**src/hdl/okv_pkg.sv**
```systemverilog
`timescale 1ns / 1ps
// ----------------------------------------------------------------------------
// okv_pkg: shared types and codes for the ordered key/value set
// Request and result payloads, action codes, controller states and the
// command/status bundles between controller and datapath.
// ----------------------------------------------------------------------------
package okv_pkg;

  localparam int KEY_W = 10;
  localparam int VAL_W = 32;

  localparam logic [2:0] ACT_FIND   = 3'd0;
  localparam logic [2:0] ACT_INSERT = 3'd1;
  localparam logic [2:0] ACT_DELETE = 3'd2;
  localparam logic [2:0] ACT_CEIL   = 3'd3;
  localparam logic [2:0] ACT_FLOOR  = 3'd4;

  typedef struct packed {
    logic [2:0]       action;
    logic [KEY_W-1:0] req_key;
    logic [VAL_W-1:0] req_value;
  } okv_in_t;

  typedef struct packed {
    logic             hit;
    logic [KEY_W-1:0] found_key;
    logic [VAL_W-1:0] found_value;
  } okv_out_t;

  typedef enum logic [1:0] {
    ST_IDLE,
    ST_ROW,
    ST_ROW2,
    ST_VAL
  } okv_state_t;

  typedef struct packed {
    logic load;
    logic eval;
    logic scan2;
    logic finish_miss;
    logic finish_hit;
  } okv_cmd_t;

  typedef struct packed {
    logic own_hit;
    logic nbr_hit;
  } okv_stat_t;

endpackage

```
**src/hdl/okv_ctrl.sv**
```systemverilog
`timescale 1ns / 1ps
// ----------------------------------------------------------------------------
// okv_ctrl: request sequencer
// Steps each item through row read, optional neighbor row read and value
// read, and marks the result for one cycle.
// ----------------------------------------------------------------------------
module okv_ctrl
  import okv_pkg::*;
(
  input  logic      clk,
  input  logic      rst_n,
  input  logic      start,
  input  okv_stat_t stat,
  output okv_cmd_t  cmd,
  output logic      busy,
  output logic      out_strobe
);

  okv_state_t state_r, state_nxt;
  logic       out_valid_r, out_valid_nxt;

  always_ff @(posedge clk) begin
    if (!rst_n) begin
      state_r     <= ST_IDLE;
      out_valid_r <= 1'b0;
    end else begin
      state_r     <= state_nxt;
      out_valid_r <= out_valid_nxt;
    end
  end

  always_comb begin
    state_nxt = state_r;
    cmd       = '0;
    case (state_r)
      ST_IDLE: begin
        if (start) begin
          cmd.load  = 1'b1;
          state_nxt = ST_ROW;
        end
      end
      ST_ROW: begin
        cmd.eval = 1'b1;
        if (stat.own_hit) begin
          state_nxt = ST_VAL;
        end else if (stat.nbr_hit) begin
          state_nxt = ST_ROW2;
        end else begin
          cmd.finish_miss = 1'b1;
          state_nxt       = ST_IDLE;
        end
      end
      ST_ROW2: begin
        cmd.scan2 = 1'b1;
        state_nxt = ST_VAL;
      end
      ST_VAL: begin
        cmd.finish_hit = 1'b1;
        state_nxt      = ST_IDLE;
      end
      default: begin
        state_nxt = ST_IDLE;
      end
    endcase
    out_valid_nxt = cmd.finish_miss | cmd.finish_hit;
  end

  assign busy       = (state_r != ST_IDLE);
  assign out_strobe = out_valid_r;

endmodule

```
**config.mk**
```make
export PLATFORM = sky130hd
export DESIGN_NAME = okv_ctrl
export DESIGN_NICKNAME = d
export VERILOG_FILES = /design/src/hdl/okv_pkg.sv /design/src/hdl/okv_ctrl.sv
export SDC_FILE = /design/constraint.sdc
export NUM_CORES = 1
export LEC_CHECK = 0
export BUFFER_PORTS_ARGS = -buffer_cell sky130_fd_sc_hd__buf_2
export CAP_MARGIN = 20
export CORE_AREA = 2 2 39 41
export DETAILED_ROUTE_END_ITERATION = 7
export DIE_AREA = 0 0 41 43
export HOLD_SLACK_MARGIN = 0.05
export PLACE_DENSITY_LB_ADDON = 0.1
export SLEW_MARGIN = 40
export SYNTH_ARGS = -nofsm -noshare
export SYNTH_HDL_FRONTEND = slang
export SYNTH_SLANG_ARGS = --single-unit
```
**constraint.sdc**
```tcl
create_clock -name clk -period 1.3 [get_ports clk]
set_clock_uncertainty 0.05 [all_clocks]
set_input_delay 0.26 -clock clk [delete_from_list [all_inputs] [get_ports clk]]
set_output_delay 0.26 -clock clk [all_outputs]
set_load 0.005 [all_outputs]
```
# After elaboration in Yosys (flattened, before gate mapping)
# Cells that the tools add are included.
# classes
eq_ne,4
mux,12
n_bitwise,1
n_reduce_logical,2
# ops
op,n
$mux W1,8
$pmux W2 S4,1
$mux W2,3
$eq A2 B2 Y1 const B,2
$eq A2 B1 Y1 const B,1
$logic_not A2 Y1,1
$ne A2 B2 Y1 const B,1
$reduce_bool A2 Y1,1
$or A1 B1 Y1,1
# totals
regBits,3
input_bits,5
out_inout_bits,7
elab_cells,21

# Depth between registers and ports, before layout
# Gate-level depths: netlist of the first run.
# depth
depth_word,4
ltp_mapped,3
depth_no_buf,3

# Worst setup path after synthesis of the first run
# Ideal clock, no wire load.
# synth_timing
path_type,flip-flop to output port
from,reg state_r[0]
to,out cmd[4] (netlist bit)
arrival_time_ns,0.687
t_required_ns,0.990
slack_ns,0.303
stages_incl_launch_ff,3
path_buffers,0
path_cell_list,dfxtp_1 > or2_4 > nor2_1
# synth_rtl
element,line,source
start: declaration,okv_ctrl.sv:19,"okv_state_t state_r, state_nxt;"
start signal: assignment,okv_ctrl.sv:27,state_r <= state_nxt;
end: declaration,okv_ctrl.sv:14,"output okv_cmd_t cmd,"

==> flow_metrics.tcl, run 1 <==
set metrics [dict create \
    grt_overflow 0 \
    busiest_layer "met2" \
    critPathRequiredTime_ns 0.99 \
    core-area_sq_um 1380 \
    crit_slowest_cell "dfxtp_4" \
    drive_gt1_share_pct 61.8 \
    grt_max_degree 7 \
    antenna_found_initial 0 \
    layout_commonest_cell "buf_2" \
    layout.nets 40 \
    drc 0 \
    cts_tree "done" \
    use_met3_pct 4.71 \
    vias 170 \
    rsz0062_at_grt "yes" \
    use_met1_pct 5.75 \
    grtUsageTotal_pct 5.71 \
    ys_ff_latch 3 \
    synth_area_sq_um 148 \
    setup_viol 1 \
    finalCritPeriodShare_pct 101 \
    clock_sinks 3 \
    dp.final_hpwl_microns 306 \
    drv_cap 0 \
    routedWlPerCell_microns 8.38 \
    critPathMaxStageDelay_ns 0.35 \
    fin_crit_ns 1.31 \
    rows 14 \
    grt_pass1_vias 151 \
    setup.worst_path.end_class "output pin" \
    nFillCells 165 \
    syn_to_final_growth_pct 89.8 \
    start_util_pct 10.7 \
    fmax_mhz 761 \
    finalPower_mw 0.348 \
    worstSkewPairLatency_ns 0.23 \
    avgViaCountPerCell 3.40 \
    max_slew.worst_pin.slew_ns 0.150 \
    synth_cell_types 11 \
    cts_max_level 1 \
    leakagePower_nw 0.167 \
    syn_nets 23 \
    relSlewSlack_pct 89.9 \
    critical_path_class "register to output pin" \
    die_w_microns 41 \
    syn_avg_cell_area_sq_um 8.20 \
    cts.clk_slew.worst_paths_ns 0.04 \
    io_buffers 11 \
    num_antenna_cells 0 \
    die_h_microns 43 \
    drtIter0Drc 0 \
    layout_common_cells "buf_2, inv_1, clkbuf_4" \
    fin_ws_ns -0.0143 \
    first_pass_iters 1 \
    final_util_pct 20.3 \
    grt_pass1_wl_microns 593 \
    cts_hold_buf 0 \
    finalMaxSlewViolations 0 \
    critical_path.cell_chain "or2_4 > nor2_2 > buf_2" \
    syn_inst 18 \
    power-per-cell-area_nw_per_um2 1240 \
    ys_seq_area_share_pct 40.7 \
    gp_congestion 0.622 \
    io_pins 12 \
    yosysWarnings 0 \
    crit_path_max_fanout 4 \
    clockBufferDepth 2 \
    status "finished with violations" \
    routed_wl_microns 419 \
    cts_root_buffer "clkbuf_4" \
    min_path_type "input port to register" \
    met2_usage_pct 6.56 \
    ir_drop_uv 281 \
    numCtsBuffers 3 \
    fp.dieArea_sq_um 1760 \
    setup_tns_ns -0.0143 \
    startpoint_type "register" \
    hold_viol_final 0 \
    violations "negative setup slack" \
    crit_arrival_ns 1.00 \
    antenna_left 0 \
]
## what timing repair did
action | in CTS | in global routing
resized for setup | 1 | 6
endpoints found under the hold margin | 0 | 0
pin swaps | 0 | 1
buffers inserted | 1 | 0
endpoints found under the setup margin | 2 | 4
## where the power goes
part | internal (mW) | switching, mW | leakage [nW] | total, mW
sequential | 0.101 | 0.00943 | 0.0256 | 0.111
clock | 0.115 | 0.0486 | 0.0150 | 0.164
combinational | 0.0437 | 0.0302 | 0.126 | 0.0739
total | 0.260 | 0.0882 | 0.167 | 0.348
## Yosys cell counts
library cell / n / area, sq um
and2_1: 1 / 6.26
dfxtp_1: 3 / 60.1
inv_1: 3 / 11.3
nand2b_1: 1 / 6.26
nor2_1: 3 / 11.3
nor2b_1: 1 / 6.26
nor3_1: 1 / 5.00
o211a_1: 2 / 20.0
o21a_1: 1 / 7.51
o21ai_0: 1 / 5.00
or2_4: 1 / 8.76
## metrics by stage
step	hold WS (ns)	instance area, sq um	instances	setup WS, ns
after global routing	0.233	280	50	-0.0496
after CTS	0.228	258	50	-0.0346
after floorplan	0.328	148	18	0.303
after detailed placement	0.457	223	45	0.198
final	0.232	280	50	-0.0143
after global placement	0.468	223	45	0.207
## cells by family (layout without fill, tap and decap cells)
kind of cell    after synthesis  count (layout)  synth area share (%)
compound gates                4               4                  22.0
simple gates                  8               8                  29.7
flops                         3               3                  40.7
buf+inv                       3              19                  7.63
## layer usage
metal	part of all wire, %	vias to the layer above
li1	-	91
met1	41	72
met2	48	7
met3	11	0
met4	0	0
met5	0	-
## layout make-up
type / count / area, sq um / area share, %
inverters: 3 / 11.3 / 4.02
clock buffers: 4 / 26.3 / 9.37
multi-input cells: 12 / 91.3 / 32.6
flip-flops and latches: 3 / 65.1 / 23.2
well taps: 16 / 20.0 / 7.14
repair buffers: 12 / 66.3 / 23.7
## final timing paths
| kind | from | end | slack (ns) | cells past startpoint |
|---|---|---|---|---|
| max | state_r[0] | cmd[4] | -0.01 | 3 |
| min reg2reg | register | out_strobe | 0.50 | 1 |
| min | rst_n | register | 0.23 | 2 |
| max reg2reg | state_r[0] | state_r[0] | 0.35 | 2 |
## critical path, delay by kind of cell (launching register included)
kind / cells / cell delay (ns)
AND/OR/NAND/NOR: 2 / 0.31
buffers and inverters: 1 / 0.11
flip-flops: 1 / 0.35
Power figures use the tool's default switching activity.
==> run 2: changes to the inputs <==
--- a/config.mk
+++ b/config.mk
@@ -8,10 +8,12 @@
 export BUFFER_PORTS_ARGS = -buffer_cell sky130_fd_sc_hd__buf_2
 export CAP_MARGIN = 20
 export CORE_AREA = 2 2 39 41
+export CTS_BUF_LIST = sky130_fd_sc_hd__clkbuf_4 sky130_fd_sc_hd__clkbuf_8 sky130_fd_sc_hd__clkbuf_16
 export DETAILED_ROUTE_END_ITERATION = 7
 export DIE_AREA = 0 0 41 43
 export HOLD_SLACK_MARGIN = 0.05
 export PLACE_DENSITY_LB_ADDON = 0.1
+export SKIP_LAST_GASP = 1
 export SLEW_MARGIN = 40
 export SYNTH_ARGS = -nofsm -noshare
 export SYNTH_HDL_FRONTEND = slang
==> run 2 against run 1 <==
The flow still finishes with violations (negative setup slack). Worst hold slack worse by 0.0013 ns. Core utilization down 0.36 points. Maximum frequency up 0.12%. Sequential power hardly changed. Critical endpoint unchanged. Wire length shrank 2.4%. Largest cell class unchanged. Via count did not move. Combinational power decreased by 4.9%. First-iteration DRC count up 3. Sequential cell count unchanged. Power rose by 5.0%. Design area fell by 1.8%. Global-route usage is the same.
==> flow_metrics.tcl, run 2 (synthesis gave the netlist of run 1 again) <==
set metrics [dict create \
    rsz0062_at_grt "yes" \
    first_pass_iters 3 \
    die_h_microns 43 \
    critPathBufInv 1 \
    fp.dieArea_sq_um 1760 \
    hold_path_depth 2 \
    min_path_type "input port to register" \
    drv_cap 0 \
    num_antenna_cells 0 \
    whs_ns 0.231 \
    antenna_left 0 \
    rrSetupSlack_ns 0.35 \
    vias 170 \
    numCtsBuffers 3 \
    antenna_found_initial 0 \
    avgViaCountPerCell 3.40 \
    clockBufferDepth 2 \
    layout_common_cells "buf_2, clkbuf_4, inv_1" \
    critical_path_class "register to output pin" \
    cts.clk_slew.worst_paths_ns 0.04 \
    crit_family "flip-flops" \
    die_w_microns 41 \
    r2r_start "state_r[0]" \
    cts_max_level 1 \
    cts_hold_buf 0 \
    worstSkewPairLatency_ns 0.23 \
    power-per-cell-area_nw_per_um2 1330 \
    min-delay-start "rst_n" \
    grt_pass1_wl_microns 593 \
    status "finished with violations" \
    fin_ws_ns -0.0127 \
    critical_path.cell_chain "or2_4 > nor2_2 > buf_2" \
    fin_cells 50 \
    routedWlPerCell_microns 8.18 \
    gp_congestion 0.622 \
    fin_crit_ns 1.31 \
    setup_tns_ns -0.0127 \
    final_util_pct 19.9 \
    fmax_mhz 762 \
    grt_pass1_vias 151 \
    crit_slowest_cell "dfxtp_4" \
    cts_tree "done" \
    rr_worst_depth 2 \
    finalCritPeriodShare_pct 101 \
    crit_path_max_fanout 4 \
    leakagePower_nw 0.168 \
    cts_root_buffer "clkbuf_4" \
    rows 14 \
    layout_commonest_cell "buf_2" \
    grt_overflow 0 \
    violations "negative setup slack" \
    rr_endpoint "state_r[0]" \
    critPathMaxStageDelay_ns 0.35 \
    finalMaxSlewViolations 0 \
    io_pins 12 \
    hold_viol_final 0 \
    post-place-cells 45 \
    core-area_sq_um 1380 \
    ir_drop_uv 277 \
    relSlewSlack_pct 89.9 \
    grt_max_degree 7 \
    setup.worst_path.end_class "output pin" \
    critPathRequiredTime_ns 0.99 \
    crit_arrival_ns 1.00 \
    max_slew.worst_pin.slew_ns 0.150 \
    drive_gt1_share_pct 61.8 \
    startpoint_type "register" \
    dp.final_hpwl_microns 306 \
    syn_to_final_growth_pct 86.4 \
    grtUsageTotal_pct 5.71 \
    setup_viol 1 \
    routed_wl_microns 409 \
    start_util_pct 10.7 \
    clock_sinks 3 \
    drc 0 \
    drtIter0Drc 3 \
    io_buffers 11 \
    layout.nets 40 \
]
[run 2: cell counts in the layout (fill, tap and decap cells not counted)]
No cell type changed its count.
[run 2: what timing repair did]
item / in CTS / in global routing
setup buffers: 1 / 0
endpoints found under the setup margin: 2 / 4
resized for setup: 1 / 4
pin swaps: 0 / 1
[run 2: how the worst max path moves through the flow]
stage | startpoint | endpoint | slack (ns) | depth (start not counted)
3_3_place_gp | state_r[0] | cmd[4] | 0.21 | 3
2_1_floorplan | state_r[0] | cmd[4] | 0.30 | 2
6_report | state_r[0] | cmd[4] | -0.01 | 3
4_1_cts | register | cmd[1] | -0.04 | 3
5_1_grt | register | cmd[4] | -0.05 | 3
3_5_place_dp | state_r[0] | cmd[4] | 0.20 | 3
[run 2: layout make-up]
| cell class | instances | area [sq um] |
|---|---|---|
| Sequential cell | 3 | 65.1 |
| Inverter | 3 | 11.3 |
| Timing Repair Buffer | 12 | 62.6 |
| Multi-Input combinational cell | 12 | 86.3 |
| Clock buffer | 4 | 30.0 |
| Tap cell | 16 | 20.0 |
| Fill cell | 166 | 1110 |
[run 2: power by group]
part	switching, mW	internal, mW
clock network	0.0493	0.136
logic	0.0288	0.0415
registers	0.00889	0.101
total	0.0870	0.279
[run 2: routing by layer]
layer  vias to the layer above  wire (microns)  global-route usage (%)
li1                         90               -                       -
met1                        73             162                    5.75
met5                         -               0                       0
met4                         0               0                    6.00
met3                         0              45                    4.71
met2                         7             202                    6.56
[run 2: stage by stage]
step | cell area (sq um) | setup WS, ns | power (mW)
floorplan | 148 | 0.303 | 0.140
global placement | 223 | 0.207 | 0.170
detailed placement | 223 | 0.198 | 0.170
CTS | 262 | -0.0371 | 0.370
global route | 275 | -0.0494 | 0.388
finish | 275 | -0.0127 | 0.366
==> run 3: changes to the inputs <==
--- a/config.mk
+++ b/config.mk
@@ -7,6 +7,8 @@
 export LEC_CHECK = 0
 export BUFFER_PORTS_ARGS = -buffer_cell sky130_fd_sc_hd__buf_2
 export CAP_MARGIN = 20
+export CELL_PAD_IN_SITES_DETAIL_PLACEMENT = 1
+export CELL_PAD_IN_SITES_GLOBAL_PLACEMENT = 1
 export CORE_AREA = 2 2 39 41
 export CTS_BUF_LIST = sky130_fd_sc_hd__clkbuf_4 sky130_fd_sc_hd__clkbuf_8 sky130_fd_sc_hd__clkbuf_16
 export DETAILED_ROUTE_END_ITERATION = 7
==> constraint.sdc (replaced) <==
create_clock -name clk -period 1.7 [get_ports clk]
set_clock_uncertainty 0.05 [all_clocks]
set_input_delay 0.34 -clock clk [delete_from_list [all_inputs] [get_ports clk]]
set_output_delay 0.34 -clock clk [all_outputs]
set_load 0.005 [all_outputs]
==> run 3 against run 2 <==
The run now ends clean. First-iteration DRC count down 67%. Count of clock-buffer cells in the layout stayed put. Global-route usage grew 0.50 points. Die area did not move. Via count is 1.2% lower. Cell count shrank 2.0%. Largest cell class unchanged. Design area fell by 8.2%. Register-to-register slack better by 0.39 ns. Sequential power shrank 25%. Largest power group unchanged. Sequential cell count unchanged. Clock power shrank 25%.
==> flow_metrics.tcl, run 3 (synthesis gave the netlist of run 1 again) <==
set metrics [dict create \
    grtUsageTotal_pct 6.21 \
    critPathRequiredTime_ns 1.31 \
    clock_sinks 3 \
    cts_hold_buf 0 \
    rr_worst_depth 2 \
    power_frac_comb_pct 17.1 \
    status "completed" \
    critPathBufInv 1 \
    p_sw_share_pct 22.8 \
    rows 14 \
    seqPwrFrac_pct 31.0 \
    grt_overflow 0 \
    fin_crit_ns 1.44 \
    finalPower_mw 0.267 \
    crit_slowest_cell "dfxtp_1" \
    cts_tree "done" \
    fp.dieArea_sq_um 1760 \
    max_slew.worst_pin.slew_ns 0.161 \
    setup_viol 0 \
    clockPowerShare_pct 51.9 \
    syn_to_final_growth_pct 71.2 \
    antenna_left 0 \
    fin_cells 49 \
    rrSetupSlack_ns 0.74 \
    switchingPower_mw 0.0607 \
    gp_congestion 0.576 \
    antenna_found_initial 0 \
    leakagePower_nw 0.160 \
    grt_pass1_vias 178 \
    min_path_type "input port to register" \
    crit_family "flip-flops" \
    fin_ws_ns 0.256 \
    io_buffers 11 \
    fmax_mhz 693 \
    critPathMaxStageDelay_ns 0.34 \
    routed_wl_microns 420 \
    rsz0062_at_grt "no" \
    layout_commonest_cell "buf_2" \
    min-delay-start "rst_n" \
    post-place-cells 45 \
    finalCritPeriodShare_pct 84.9 \
    die_w_microns 41 \
    relSlewSlack_pct 89.2 \
    num_antenna_cells 0 \
    finalMaxSlewViolations 0 \
    drive_gt1_share_pct 48.5 \
    die_h_microns 43 \
    drc 0 \
    cts.clk_slew.worst_paths_ns 0.04 \
    crit_path_max_fanout 6 \
    numCtsBuffers 3 \
    hold_viol_final 0 \
    dp_slack_ns 0.472 \
    layout_common_cells "buf_2, clkbuf_4, inv_1, nor2_1, dfxtp_1" \
    drtIter0Drc 1 \
    setup.worst_path.end_class "output pin" \
    vias 168 \
    clockBufferDepth 2 \
    rr_endpoint "state_r[0]" \
    crit_arrival_ns 1.05 \
    ir_drop_uv 257 \
    grt_pass1_wl_microns 669 \
    start_util_pct 10.7 \
    critical_path_class "register to output pin" \
    drv_cap 0 \
    layout.nets 39 \
    setup_tns_ns 0 \
    first_pass_iters 2 \
    avgViaCountPerCell 3.43 \
    cts_setup_buffers 0 \
    cts_root_buffer "clkbuf_4" \
    core-area_sq_um 1380 \
    routedWlPerCell_microns 8.57 \
    intPower_mw 0.206 \
    critical_path.cell_chain "nand2b_1 > nor3_1 > buf_2" \
    dp.final_hpwl_microns 343 \
    cts_max_level 1 \
    hold_path_depth 2 \
    r2r_start "state_r[0]" \
    startpoint_type "register" \
    post_cts_resized 0 \
    worstSkewPairLatency_ns 0.23 \
    io_pins 12 \
    grt_max_degree 7 \
    power-per-cell-area_nw_per_um2 1050 \
]
[run 3: cell type report]
class                           count  area (sq um)
Sequential cell                     3          60.1
Inverter                            3          11.3
Timing Repair Buffer               11          55.1
Tap cell                           16          20.0
Clock buffer                        4          30.0
Multi-Input combinational cell     12          76.3
Fill cell                         180          1130
[run 3: worst max path at each step]
stage / from / to / slack, ns / cells after the start
6_report: register / cmd[1] / 0.26 / 3
3_3_place_gp: state_r[0] / cmd[4] / 0.54 / 3
4_1_cts: register / cmd[1] / 0.22 / 3
2_1_floorplan: state_r[0] / cmd[4] / 0.62 / 2
3_5_place_dp: register / cmd[1] / 0.47 / 3
5_1_grt: register / cmd[1] / 0.16 / 3
[run 3: power groups by stage]
stage                     clock network (mW)  registers, mW  logic (mW)
after global routing                   0.150         0.0839      0.0536
after global placement                     0         0.0836      0.0466
after detailed placement                   0         0.0837      0.0473
after CTS                              0.147         0.0827      0.0475
final                                  0.138         0.0827      0.0455
after floorplan                            0         0.0825      0.0245
[run 3: per-stage QoR]
step	util (%)	area, sq um	hold WS (ns)
3_5_place_dp	16.1	223	0.449
6_report	18.3	253	0.310
2_1_floorplan	-	148	0.408
5_1_grt	18.3	253	0.320
3_3_place_gp	16.1	223	0.456
4_1_cts	18.3	253	0.309
[run 3: routing by layer]
layer  GRT usage [%]  vias to the layer above  share of wire, %
met5               0                        -                 0
met4            8.00                        0                 0
met3            1.57                        0                11
met2            8.44                        7                50
met1            6.39                       74                38
li1                -                       87                 -
